<file path="src/rtl/servo_command_map_velocity_macros.svh">
// Assertion macros for the servo command path.
// Used by scmv_mdu and servo_command_map_velocity; expects i_clk and i_rst_n in scope.
`ifndef SERVO_COMMAND_MAP_VELOCITY_MACROS_SVH
`define SERVO_COMMAND_MAP_VELOCITY_MACROS_SVH

// Same-cycle implication, checked out of reset.
`define SCMV_ASSERT_SAME(label, ante, cons, msg) \
    label: assert property (@(posedge i_clk) disable iff (!i_rst_n) (ante) |-> (cons)) \
        else $error(msg);

// Next-cycle implication, checked out of reset.
`define SCMV_ASSERT_NEXT(label, ante, cons, msg) \
    label: assert property (@(posedge i_clk) disable iff (!i_rst_n) (ante) |=> (cons)) \
        else $error(msg);

`endif

</file>
<file path="src/rtl/scmv_pkg.sv">
// Shared types, constants and helper functions of the servo command path.
// No dependencies; imported by scmv_mdu and servo_command_map_velocity.
`default_nettype none

package scmv_pkg;

    localparam int POS_W   = 16;
    localparam int DT_W    = 16;
    localparam int PULSE_W = 12;
    localparam int VEL_W   = 32;
    localparam int DIFF_W  = POS_W + 1;

    localparam int CFG_ADDR_W = 3;
    localparam int CFG_DATA_W = 17;

    localparam logic [CFG_ADDR_W-1:0] CFG_CALIB_ENABLE = 3'd0;
    localparam logic [CFG_ADDR_W-1:0] CFG_LIMIT_LOW    = 3'd1;
    localparam logic [CFG_ADDR_W-1:0] CFG_LIMIT_HIGH   = 3'd2;
    localparam logic [CFG_ADDR_W-1:0] CFG_ANGLE_MIN    = 3'd3;
    localparam logic [CFG_ADDR_W-1:0] CFG_ANGLE_MAX    = 3'd4;
    localparam logic [CFG_ADDR_W-1:0] CFG_SERVO_MIN    = 3'd5;
    localparam logic [CFG_ADDR_W-1:0] CFG_SERVO_MAX    = 3'd6;
    localparam logic [CFG_ADDR_W-1:0] CFG_VEL_ALPHA    = 3'd7;

    localparam int ALPHA_FRAC = 16;
    localparam logic [CFG_DATA_W-1:0] ALPHA_ONE   = 17'h10000;
    localparam logic [CFG_DATA_W-1:0] ALPHA_RESET = 17'd6554;

    localparam int TARGET_RESET_WHOLE = 1500;
    localparam int POS_MAX            = 32767;
    localparam int RATE_SCALE         = 1000000;

    // Shared multiply/divide unit: multiplicand or dividend, multiplier or divisor, product.
    localparam int MDU_AW    = 40;
    localparam int MDU_BW    = 17;
    localparam int MDU_PW    = MDU_AW + MDU_BW;
    localparam int MDU_CNT_W = $clog2(MDU_AW + 1);

    // Mapped pulse value before the shift: quotient plus servo_min.
    localparam int VAL_W = 35;

    typedef enum logic {
        MDU_MUL,
        MDU_DIV
    } t_mdu_op;

    typedef struct packed {
        logic    start;
        t_mdu_op op;
    } t_mdu_ctrl;

    typedef struct packed {
        logic busy;
        logic done;
    } t_mdu_stat;

    typedef enum logic [3:0] {
        S_IDLE,
        S_CLAMP,
        S_MAP_MUL,
        S_MAP_DIV,
        S_PULSE,
        S_RATE_MUL,
        S_RATE_DIV,
        S_VEL_NEW,
        S_VEL_OLD,
        S_SUM,
        S_SCALE,
        S_DONE
    } t_state;

    function automatic logic signed [DIFF_W-1:0] sdiff17(input logic signed [POS_W-1:0] a,
                                                         input logic signed [POS_W-1:0] b);
        return {a[POS_W-1], a} - {b[POS_W-1], b};
    endfunction

    function automatic logic [DIFF_W-1:0] mag17(input logic signed [DIFF_W-1:0] x);
        return x[DIFF_W-1] ? DIFF_W'(-x) : DIFF_W'(x);
    endfunction

    function automatic logic [VEL_W-1:0] mag32(input logic signed [VEL_W-1:0] x);
        return x[VEL_W-1] ? VEL_W'(-x) : VEL_W'(x);
    endfunction

endpackage

`default_nettype wire

</file>
<file path="src/rtl/scmv_mdu.sv">
// Shared unsigned multiply/divide unit, one bit per cycle.
// Shift-add multiply and restoring divide; depends on scmv_pkg.
`default_nettype none
`include "servo_command_map_velocity_macros.svh"

module scmv_mdu (
    input  logic                           i_clk,
    input  logic                           i_rst_n,
    input  scmv_pkg::t_mdu_ctrl            i_ctrl,
    input  logic [scmv_pkg::MDU_AW-1:0]    i_a,
    input  logic [scmv_pkg::MDU_BW-1:0]    i_b,
    output scmv_pkg::t_mdu_stat            o_stat,
    output logic [scmv_pkg::MDU_PW-1:0]    o_result
);
    import scmv_pkg::*;

    logic                 r_busy;
    logic                 r_done;
    logic [MDU_CNT_W-1:0] r_cnt;
    t_mdu_op              r_op;
    logic [MDU_PW-1:0]    r_acc;
    logic [MDU_PW-1:0]    r_sh;
    logic [MDU_BW-1:0]    r_b;
    logic [MDU_BW-1:0]    r_rem;

    logic [MDU_BW:0]      w_trial;
    logic [MDU_BW:0]      w_sub;
    logic                 w_fits;
    logic                 w_last;

    assign w_trial = {r_rem, r_acc[MDU_AW-1]};
    assign w_sub   = w_trial - {1'b0, r_b};
    assign w_fits  = (w_trial >= {1'b0, r_b});
    assign w_last  = (r_op == MDU_MUL) ? (r_cnt == MDU_CNT_W'(MDU_BW - 1))
                                       : (r_cnt == MDU_CNT_W'(MDU_AW - 1));

    always_ff @(posedge i_clk) begin
        if (!i_rst_n) begin
            r_busy <= 1'b0;
            r_done <= 1'b0;
            r_cnt  <= '0;
        end else begin
            r_done <= 1'b0;
            if (i_ctrl.start) begin
                r_busy <= 1'b1;
                r_cnt  <= '0;
            end else if (r_busy) begin
                r_cnt <= r_cnt + 1'b1;
                if (w_last) begin
                    r_busy <= 1'b0;
                    r_done <= 1'b1;
                end
            end
        end
    end

    always_ff @(posedge i_clk) begin
        if (i_ctrl.start) begin
            r_op  <= i_ctrl.op;
            r_acc <= (i_ctrl.op == MDU_MUL) ? '0 : MDU_PW'(i_a);
            r_sh  <= MDU_PW'(i_a);
            r_b   <= i_b;
            r_rem <= '0;
        end else if (r_busy) begin
            unique case (r_op)
                MDU_MUL: begin
                    if (r_b[0]) begin
                        r_acc <= r_acc + r_sh;
                    end
                    r_sh <= r_sh << 1;
                    r_b  <= r_b >> 1;
                end
                MDU_DIV: begin
                    r_acc[MDU_AW-1:0] <= {r_acc[MDU_AW-2:0], w_fits};
                    r_rem <= w_fits ? w_sub[MDU_BW-1:0] : w_trial[MDU_BW-1:0];
                end
            endcase
        end
    end

    assign o_stat.busy = r_busy;
    assign o_stat.done = r_done;
    assign o_result    = r_acc;

    `SCMV_ASSERT_SAME(a_mdu_start_idle, i_ctrl.start, !r_busy && !r_done, "mdu started while busy")
    `SCMV_ASSERT_NEXT(a_mdu_start_busy, i_ctrl.start, r_busy && !r_done, "mdu did not start")
    `SCMV_ASSERT_SAME(a_mdu_done_idle, r_done, !r_busy, "mdu done while busy")

endmodule

`default_nettype wire

</file>
<file path="src/rtl/servo_command_map_velocity.sv">
// Servo command path: target clamp, linear pulse-width map, IIR velocity estimate.
// Top level; depends on scmv_pkg and scmv_mdu.
//
//  channel  | valid        | stall        | payload
//  ---------+--------------+--------------+----------------------------------------
//  in       | i_in_valid   | o_in_stall   | i_op, i_target_pos, i_tick_dt
//  out      | o_out_valid  | i_out_stall  | o_pulse_us, o_position, o_velocity
//  cfg      | i_cfg_we     | -            | i_cfg_addr, i_cfg_wdata
//
// A set-target transfer updates the stored target and gives no result.
// A tick runs the rate and velocity steps on the shared multiply/divide unit, and the
// map multiply and divide first when the linear map is enabled and the angle range is
// nonzero; the unit works one bit per cycle.
// o_in_stall is high while a tick is in work; a tick finished while the output register
// is still full holds in its last step until the output transfer.
// Synchronous active-low reset; no clearing pass.
`default_nettype none
`include "servo_command_map_velocity_macros.svh"

module servo_command_map_velocity #(
    parameter int POS_FRAC_BITS = 4,
    parameter int PULSE_MAX     = 4095
) (
    input  logic                                 i_clk,
    input  logic                                 i_rst_n,
    input  logic                                 i_cfg_we,
    input  logic [scmv_pkg::CFG_ADDR_W-1:0]      i_cfg_addr,
    input  logic [scmv_pkg::CFG_DATA_W-1:0]      i_cfg_wdata,
    input  logic                                 i_in_valid,
    output logic                                 o_in_stall,
    input  logic                                 i_op,
    input  logic signed [scmv_pkg::POS_W-1:0]    i_target_pos,
    input  logic [scmv_pkg::DT_W-1:0]            i_tick_dt,
    output logic                                 o_out_valid,
    input  logic                                 i_out_stall,
    output logic [scmv_pkg::PULSE_W-1:0]         o_pulse_us,
    output logic signed [scmv_pkg::POS_W-1:0]    o_position,
    output logic signed [scmv_pkg::VEL_W-1:0]    o_velocity
);
    import scmv_pkg::*;

    localparam int TARGET_FULL = TARGET_RESET_WHOLE * (1 << POS_FRAC_BITS);
    localparam logic signed [POS_W-1:0] TARGET_RESET =
        (TARGET_FULL > POS_MAX) ? POS_W'(POS_MAX) : POS_W'(TARGET_FULL);
    localparam logic signed [MDU_PW-1:0] VEL_BIAS = MDU_PW'((1 << ALPHA_FRAC) - 1);

    // configuration
    logic                     r_calib_en;
    logic signed [POS_W-1:0]  r_limit_low;
    logic signed [POS_W-1:0]  r_limit_high;
    logic signed [POS_W-1:0]  r_angle_min;
    logic signed [POS_W-1:0]  r_angle_max;
    logic signed [POS_W-1:0]  r_servo_min;
    logic signed [POS_W-1:0]  r_servo_max;
    logic [CFG_DATA_W-1:0]    r_vel_alpha;

    // sequencer and state
    t_state                   r_state;
    t_state                   n_state;
    logic                     r_issued;
    logic                     n_issued;
    logic signed [POS_W-1:0]  r_target;
    logic signed [POS_W-1:0]  r_last_pos;
    logic signed [VEL_W-1:0]  r_last_vel;
    logic [DT_W-1:0]          r_dt;
    logic signed [VAL_W-1:0]  r_val;
    logic [PULSE_W-1:0]       r_pulse;
    logic signed [MDU_PW-1:0] r_term_new;
    logic signed [MDU_PW-1:0] r_term_old;
    logic signed [MDU_PW-1:0] r_sum;
    logic signed [VEL_W-1:0]  r_vel;

    // output register
    logic                     r_out_valid;
    logic [PULSE_W-1:0]       r_out_pulse;
    logic signed [POS_W-1:0]  r_out_pos;
    logic signed [VEL_W-1:0]  r_out_vel;

    t_mdu_ctrl                w_mdu_ctrl;
    t_mdu_stat                w_mdu_stat;
    logic [MDU_AW-1:0]        w_mdu_a;
    logic [MDU_BW-1:0]        w_mdu_b;
    logic [MDU_PW-1:0]        w_mdu_res;

    logic                     w_in_fire;
    logic                     w_load;
    logic signed [POS_W-1:0]  w_clamped;
    logic signed [DIFF_W-1:0] w_num_a;
    logic signed [DIFF_W-1:0] w_num_b;
    logic signed [DIFF_W-1:0] w_den;
    logic signed [DIFF_W-1:0] w_diff;
    logic                     w_map_neg;
    logic [CFG_DATA_W-1:0]    w_alpha;
    logic [CFG_DATA_W-1:0]    w_alpha_old;
    logic signed [VAL_W-1:0]  w_q_mag;
    logic signed [VAL_W-1:0]  w_q;
    logic signed [VAL_W-1:0]  w_pulse_sh;
    logic signed [MDU_PW-1:0] w_prod;
    logic signed [MDU_PW-1:0] w_biased;
    logic signed [MDU_PW-1:0] w_shr;
    logic                     w_vel_fits;

    assign w_in_fire = i_in_valid && !o_in_stall;
    assign w_load    = (r_state == S_DONE) && (!r_out_valid || !i_out_stall);

    assign w_clamped = (r_target > r_limit_high) ? r_limit_high :
                       (r_target < r_limit_low)  ? r_limit_low  : r_target;
    assign w_num_a   = sdiff17(r_target, r_angle_min);
    assign w_num_b   = sdiff17(r_servo_max, r_servo_min);
    assign w_den     = sdiff17(r_angle_max, r_angle_min);
    assign w_diff    = sdiff17(r_target, r_last_pos);
    assign w_map_neg = w_num_a[DIFF_W-1] ^ w_num_b[DIFF_W-1] ^ w_den[DIFF_W-1];

    assign w_alpha     = (r_vel_alpha > ALPHA_ONE) ? ALPHA_ONE : r_vel_alpha;
    assign w_alpha_old = ALPHA_ONE - w_alpha;

    assign w_q_mag    = $signed(w_mdu_res[VAL_W-1:0]);
    assign w_q        = w_map_neg ? -w_q_mag : w_q_mag;
    assign w_pulse_sh = r_val >>> POS_FRAC_BITS;
    assign w_prod     = $signed(w_mdu_res);
    assign w_biased   = r_sum + (r_sum[MDU_PW-1] ? VEL_BIAS : '0);
    assign w_shr      = w_biased >>> ALPHA_FRAC;
    assign w_vel_fits = (w_shr[MDU_PW-1:VEL_W-1] == '0) || (w_shr[MDU_PW-1:VEL_W-1] == '1);

    scmv_mdu u_mdu (
        .i_clk    (i_clk),
        .i_rst_n  (i_rst_n),
        .i_ctrl   (w_mdu_ctrl),
        .i_a      (w_mdu_a),
        .i_b      (w_mdu_b),
        .o_stat   (w_mdu_stat),
        .o_result (w_mdu_res)
    );

    always_ff @(posedge i_clk) begin
        if (!i_rst_n) begin
            r_calib_en   <= 1'b0;
            r_limit_low  <= '0;
            r_limit_high <= '0;
            r_angle_min  <= '0;
            r_angle_max  <= '0;
            r_servo_min  <= '0;
            r_servo_max  <= '0;
            r_vel_alpha  <= ALPHA_RESET;
        end else if (i_cfg_we) begin
            unique case (i_cfg_addr)
                CFG_CALIB_ENABLE: r_calib_en   <= i_cfg_wdata[0];
                CFG_LIMIT_LOW:    r_limit_low  <= i_cfg_wdata[POS_W-1:0];
                CFG_LIMIT_HIGH:   r_limit_high <= i_cfg_wdata[POS_W-1:0];
                CFG_ANGLE_MIN:    r_angle_min  <= i_cfg_wdata[POS_W-1:0];
                CFG_ANGLE_MAX:    r_angle_max  <= i_cfg_wdata[POS_W-1:0];
                CFG_SERVO_MIN:    r_servo_min  <= i_cfg_wdata[POS_W-1:0];
                CFG_SERVO_MAX:    r_servo_max  <= i_cfg_wdata[POS_W-1:0];
                CFG_VEL_ALPHA:    r_vel_alpha  <= i_cfg_wdata;
            endcase
        end
    end

    always_ff @(posedge i_clk) begin
        if (!i_rst_n) begin
            r_state  <= S_IDLE;
            r_issued <= 1'b0;
        end else begin
            r_state  <= n_state;
            r_issued <= n_issued;
        end
    end

    always_comb begin
        n_state         = r_state;
        n_issued        = r_issued;
        w_mdu_ctrl.start = 1'b0;
        w_mdu_ctrl.op    = MDU_MUL;
        w_mdu_a         = '0;
        w_mdu_b         = '0;
        unique case (r_state)
            S_IDLE: begin
                if (w_in_fire && i_op) begin
                    n_state = S_CLAMP;
                end
            end
            S_CLAMP: begin
                n_state = (r_calib_en && (w_den != '0)) ? S_MAP_MUL : S_PULSE;
            end
            S_MAP_MUL: begin
                w_mdu_ctrl.op = MDU_MUL;
                w_mdu_a       = MDU_AW'(mag17(w_num_a));
                w_mdu_b       = mag17(w_num_b);
            end
            S_MAP_DIV: begin
                w_mdu_ctrl.op = MDU_DIV;
                w_mdu_a       = w_mdu_res[MDU_AW-1:0];
                w_mdu_b       = mag17(w_den);
            end
            S_PULSE: begin
                n_state = S_RATE_MUL;
            end
            S_RATE_MUL: begin
                w_mdu_ctrl.op = MDU_MUL;
                w_mdu_a       = MDU_AW'(RATE_SCALE);
                w_mdu_b       = mag17(w_diff);
            end
            S_RATE_DIV: begin
                w_mdu_ctrl.op = MDU_DIV;
                w_mdu_a       = w_mdu_res[MDU_AW-1:0];
                w_mdu_b       = MDU_BW'(r_dt);
            end
            S_VEL_NEW: begin
                w_mdu_ctrl.op = MDU_MUL;
                w_mdu_a       = w_mdu_res[MDU_AW-1:0];
                w_mdu_b       = w_alpha;
            end
            S_VEL_OLD: begin
                w_mdu_ctrl.op = MDU_MUL;
                w_mdu_a       = MDU_AW'(mag32(r_last_vel));
                w_mdu_b       = w_alpha_old;
            end
            S_SUM: begin
                n_state = S_SCALE;
            end
            S_SCALE: begin
                n_state = S_DONE;
            end
            S_DONE: begin
                if (w_load) begin
                    n_state = S_IDLE;
                end
            end
            default: begin
                n_state = S_IDLE;
            end
        endcase

        // issue once, advance on completion
        if (r_state == S_MAP_MUL || r_state == S_MAP_DIV || r_state == S_RATE_MUL ||
            r_state == S_RATE_DIV || r_state == S_VEL_NEW || r_state == S_VEL_OLD) begin
            w_mdu_ctrl.start = !r_issued;
            n_issued         = 1'b1;
            if (w_mdu_stat.done) begin
                n_issued = 1'b0;
                unique case (r_state)
                    S_MAP_MUL:  n_state = S_MAP_DIV;
                    S_MAP_DIV:  n_state = S_PULSE;
                    S_RATE_MUL: n_state = S_RATE_DIV;
                    S_RATE_DIV: n_state = S_VEL_NEW;
                    S_VEL_NEW:  n_state = S_VEL_OLD;
                    default:    n_state = S_SUM;
                endcase
            end
        end
    end

    always_ff @(posedge i_clk) begin
        if (!i_rst_n) begin
            r_target   <= TARGET_RESET;
            r_last_pos <= '0;
            r_last_vel <= '0;
        end else begin
            if (w_in_fire && !i_op) begin
                r_target <= i_target_pos;
            end else if (r_state == S_CLAMP && r_calib_en) begin
                r_target <= w_clamped;
            end
            if (w_load) begin
                r_last_pos <= r_target;
                r_last_vel <= r_vel;
            end
        end
    end

    always_ff @(posedge i_clk) begin
        if (w_in_fire && i_op) begin
            r_dt <= (i_tick_dt == '0) ? DT_W'(1) : i_tick_dt;
        end
        if (r_state == S_CLAMP) begin
            r_val <= r_calib_en ? VAL_W'(r_servo_min) : VAL_W'(r_target);
        end else if (r_state == S_MAP_DIV && w_mdu_stat.done) begin
            r_val <= w_q + VAL_W'(r_servo_min);
        end
        if (r_state == S_PULSE) begin
            if (r_val[VAL_W-1]) begin
                r_pulse <= '0;
            end else if (w_pulse_sh > VAL_W'(PULSE_MAX)) begin
                r_pulse <= PULSE_W'(PULSE_MAX);
            end else begin
                r_pulse <= w_pulse_sh[PULSE_W-1:0];
            end
        end
        if (r_state == S_VEL_NEW && w_mdu_stat.done) begin
            r_term_new <= w_diff[DIFF_W-1] ? -w_prod : w_prod;
        end
        if (r_state == S_VEL_OLD && w_mdu_stat.done) begin
            r_term_old <= r_last_vel[VEL_W-1] ? -w_prod : w_prod;
        end
        if (r_state == S_SUM) begin
            r_sum <= r_term_new + r_term_old;
        end
        if (r_state == S_SCALE) begin
            if (w_vel_fits) begin
                r_vel <= w_shr[VEL_W-1:0];
            end else begin
                r_vel <= w_shr[MDU_PW-1] ? {1'b1, {(VEL_W-1){1'b0}}} : {1'b0, {(VEL_W-1){1'b1}}};
            end
        end
    end

    always_ff @(posedge i_clk) begin
        if (!i_rst_n) begin
            r_out_valid <= 1'b0;
        end else if (w_load) begin
            r_out_valid <= 1'b1;
        end else if (!i_out_stall) begin
            r_out_valid <= 1'b0;
        end
    end

    always_ff @(posedge i_clk) begin
        if (w_load) begin
            r_out_pulse <= r_pulse;
            r_out_pos   <= r_target;
            r_out_vel   <= r_vel;
        end
    end

    assign o_in_stall  = (r_state != S_IDLE);
    assign o_out_valid = r_out_valid;
    assign o_pulse_us  = r_out_pulse;
    assign o_position  = r_out_pos;
    assign o_velocity  = r_out_vel;

    `SCMV_ASSERT_NEXT(a_tick_starts, w_in_fire && i_op, r_state == S_CLAMP, "tick did not start")
    `SCMV_ASSERT_NEXT(a_set_target, w_in_fire && !i_op, (r_state == S_IDLE) && (r_target == $past(i_target_pos)), "target not stored")
    `SCMV_ASSERT_NEXT(a_load_result, w_load, o_out_valid && (r_state == S_IDLE), "result not loaded")
    `SCMV_ASSERT_SAME(a_mdu_done_issued, w_mdu_stat.done, r_issued, "mdu done without request")

endmodule

`default_nettype wire
</file>
<file path="config.mk">
export PLATFORM = sky130hd
export DESIGN_NAME = servo_command_map_velocity
export DESIGN_NICKNAME = d
export VERILOG_FILES = /design/src/rtl/scmv_pkg.sv /design/src/rtl/scmv_mdu.sv /design/src/rtl/servo_command_map_velocity.sv
export VERILOG_INCLUDE_DIRS = /design/src /design/src/rtl
export SDC_FILE = /design/constraint.sdc
export NUM_CORES = 2
export LEC_CHECK = 0
export ABC_CLOCK_PERIOD_IN_PS = 17750
export BUFFER_PORTS_ARGS = -buffer_cell sky130_fd_sc_hd__buf_2
export CAP_MARGIN = 20
export CORE_MARGIN = 2
export CORE_UTILIZATION = 60
export CTS_CLUSTER_SIZE = 14
export DETAILED_ROUTE_END_ITERATION = 6
export PLACE_DENSITY = 0.74
export SYNTH_ARGS = -nofsm -noshare
export SYNTH_HDL_FRONTEND = slang
export SYNTH_HIERARCHICAL = 1
export SYNTH_SLANG_ARGS = --single-unit
</file>
<file path="constraint.sdc">
create_clock -name i_clk -period 17.75 [get_ports i_clk]
set_input_delay 3.55 -clock i_clk [delete_from_list [all_inputs] [get_ports i_clk]]
set_output_delay 3.55 -clock i_clk [all_outputs]
set_load 0.01 [all_outputs]
</file>
==> flow_metrics.tcl <==
set metrics [dict create \
    numCtsBuffers 77 \
    die_w_um 275 \
    clk_latency_ns 0.66 \
    max_slew.worst_pin.slew_ns 1.19 \
    synth_warnings 6 \
    maxCapViolCount 0 \
    fin_worst_skew_ns 0.0516 \
    nets 5249 \
    grt_pass1_wl_mm 201 \
    finalCriticalPeriod_ns 6.53 \
    floorplan.rows 99 \
    clock-sinks 663 \
    drtIter0Drc 3811 \
    drive_above_1_share 0.0894 \
    critPathLaunchType "register" \
    crit_arrival_ns 6.89 \
    crit_type "register to register" \
    wl_per_cell_um 22.3 \
    syn_nets 5257 \
    max_freq_ghz 0.153 \
    peakVddDrop_mv 0.124 \
    io_pins 120 \
    syn_area_um2 44200 \
    slowest_delay_ns 0.58 \
    cts_tree "built" \
    max_slew_margin 0.198 \
    grt_usage 0.344 \
    fillers 5931 \
    core-area_um2 73000 \
    cts_max_level 3 \
    cts_setup_buffers 0 \
    report.final.slew_viol_count 0 \
    clkTransAtPathRegs_ns 0.06 \
    syn_to_final_growth_pct 8.93 \
    die_area_um2 75900 \
    final.setup.tns_ns 0 \
    outcome "complete, no violations" \
    die_h_um 275 \
    drc 0 \
    numPlacedInstances 5779 \
    multiInputGateArea_um2 24900 \
    avgSynthCellArea_um2 9.00 \
    hp-class "register to register" \
    totalWireLength_mm 132 \
    gr-total-overflow 0 \
    io_buffers 119 \
    antenna_found_initial 2 \
    critPathMaxFanout 17 \
    cp_data_required_time_ns 18.11 \
    synth_cells 4912 \
    num_vias 37600 \
    cts_hold_buf 0 \
    cts_root_buf "clkbuf_16" \
    initial_core_util 0.606 \
    cts.repair.resized 0 \
    finalSetupViolations 0 \
    path_cells "inv_1 > ha_1 > inv_1 > fa_1 > a211oi_1 > o21bai_1 > a2111oi_0 > or2_2 > o31ai_4 > xor2_1 > xor2_1 > nor2_1 > xor2_1 > ha_1 > and4_1 > nand2_1 > a211oi_1 > o21ai_0 > a21boi_0 > o21ai_0 > a31oi_1 > a31o_2 > xnor2_1 > o21ai_0" \
    hold_viol 0 \
    rsz0062_at_grt "false" \
    grt_max_degree 170 \
    vias_per_cell 6.35 \
    first_pass_iters 6 \
    power_density_nw_per_um2 92.5 \
    stdcell_count 5928 \
    cp-end-kind "register" \
    first_global_vias 35000 \
    ant_nets 0 \
    min_period_over_period 0.368 \
    seq_area_um2 17600 \
    clockBufferDepth 3 \
    cp_slowest_cell "a2111oi_0" \
    hpwl_mm 97.8 \
    globalplace.congestion 1.01 \
    p_leak_nw 17.5 \
]
-- report_power, final --
part | internal [W] | switching [W] | leakage [nW]
clock network | 0.00102 | 0.000676 | 1.29
logic | 0.000400 | 0.000608 | 10.5
registers | 0.00171 | 0.0000486 | 5.78
total | 0.00312 | 0.00133 | 17.5
-- worst max-delay path, delay by kind of cell, from the launching register on --
kind / cells / cell delay (ns)
adder cells (fa/ha/maj): 3 / 1.03
AND/OR/NAND/NOR: 4 / 0.70
buffers and inverters: 2 / 0.18
XOR/XNOR: 4 / 1.29
flip-flops: 1 / 0.34
AO/OA/AOI/OAI: 11 / 2.72
-- cells in the final DEF (no fill, tap or decap), types with 16 or more instances in the layout --
cell type / n
o211ai_1: 36
nand2_1: 776
a31oi_1: 30
buf_2: 118
a21o_1: 89
nor4_1: 31
clkbuf_1: 18
o21bai_1: 22
o31ai_1: 23
and2_1: 28
buf_4: 48
o21a_1: 38
or2_2: 20
xor2_1: 142
a311oi_1: 16
a31o_2: 20
mux2i_1: 39
a21boi_0: 169
ha_1: 280
xnor2_1: 291
nand3_1: 101
inv_1: 189
nor2b_1: 43
nor3_1: 89
edfxtp_1: 437
nand2b_1: 47
nand4_1: 54
or3_1: 36
mux2_2: 45
and3_1: 25
dfxtp_1: 225
a221oi_1: 17
clkbuf_16: 80
a22oi_1: 22
o21ai_0: 314
nor2_1: 307
a211oi_1: 45
a21oi_1: 331
o41ai_1: 20
-- flip-flops by register name (all words and copies together) (netlist names), 17 cells and up --
| signal | flops |
|---|---|
| r_term_new | 57 |
| u_mdu/r_b | 17 |
| r_vel | 32 |
| r_vel_alpha | 17 |
| u_mdu/r_sh | 57 |
| u_mdu/r_rem | 17 |
| r_sum | 57 |
| o_velocity | 32 |
| r_last_vel | 32 |
| u_mdu/o_result | 57 |
| r_term_old | 57 |
| r_val | 31 |
-- path summary, 6_finish.rpt --
check | startpoint | endpoint | slack, ns | cells after the start
worst max-delay path | r_target[0] | r_val[24] | 11.22 | 24
worst min-delay path | r_pulse[10] | o_pulse_us[10] | 0.42 | 0
worst max register to register | r_target[0] | r_val[24] | 11.22 | 24
worst min register to register | r_pulse[10] | o_pulse_us[10] | 0.42 | 0
-- per-stage QoR --
step / power, W / hold WS, ns / utilization / setup slack (ns) / cell area [um^2]
global route: 0.00463 / 0.425 / 0.660 / 10.59 / 48100
floorplan: 0.00251 / 0.400 / - / 11.61 / 44200
detailed placement: 0.00277 / 0.406 / 0.622 / 11.30 / 45400
CTS: 0.00445 / 0.417 / 0.659 / 11.28 / 48100
finish: 0.00446 / 0.420 / 0.660 / 11.22 / 48100
global placement: 0.00275 / 0.405 / 0.622 / 11.37 / 45400
-- layout make-up --
cell class / instances / area share
well taps: 959 / 0.0249
inverters: 190 / 0.0149
multi-input cells: 3801 / 0.516
clock buffers: 103 / 0.0444
clock inverters: 40 / 0.0118
flip-flops and latches: 663 / 0.367
repair buffers: 171 / 0.0210
diodes: 1 / 0.0000520
-- routing by layer --
layer	GRT usage	routed length (um)
met2	0.544	59000
met4	0.165	6990
met3	0.0581	11200
met5	0	0
met1	0.460	54800
(Power assumes the default switching activity.)
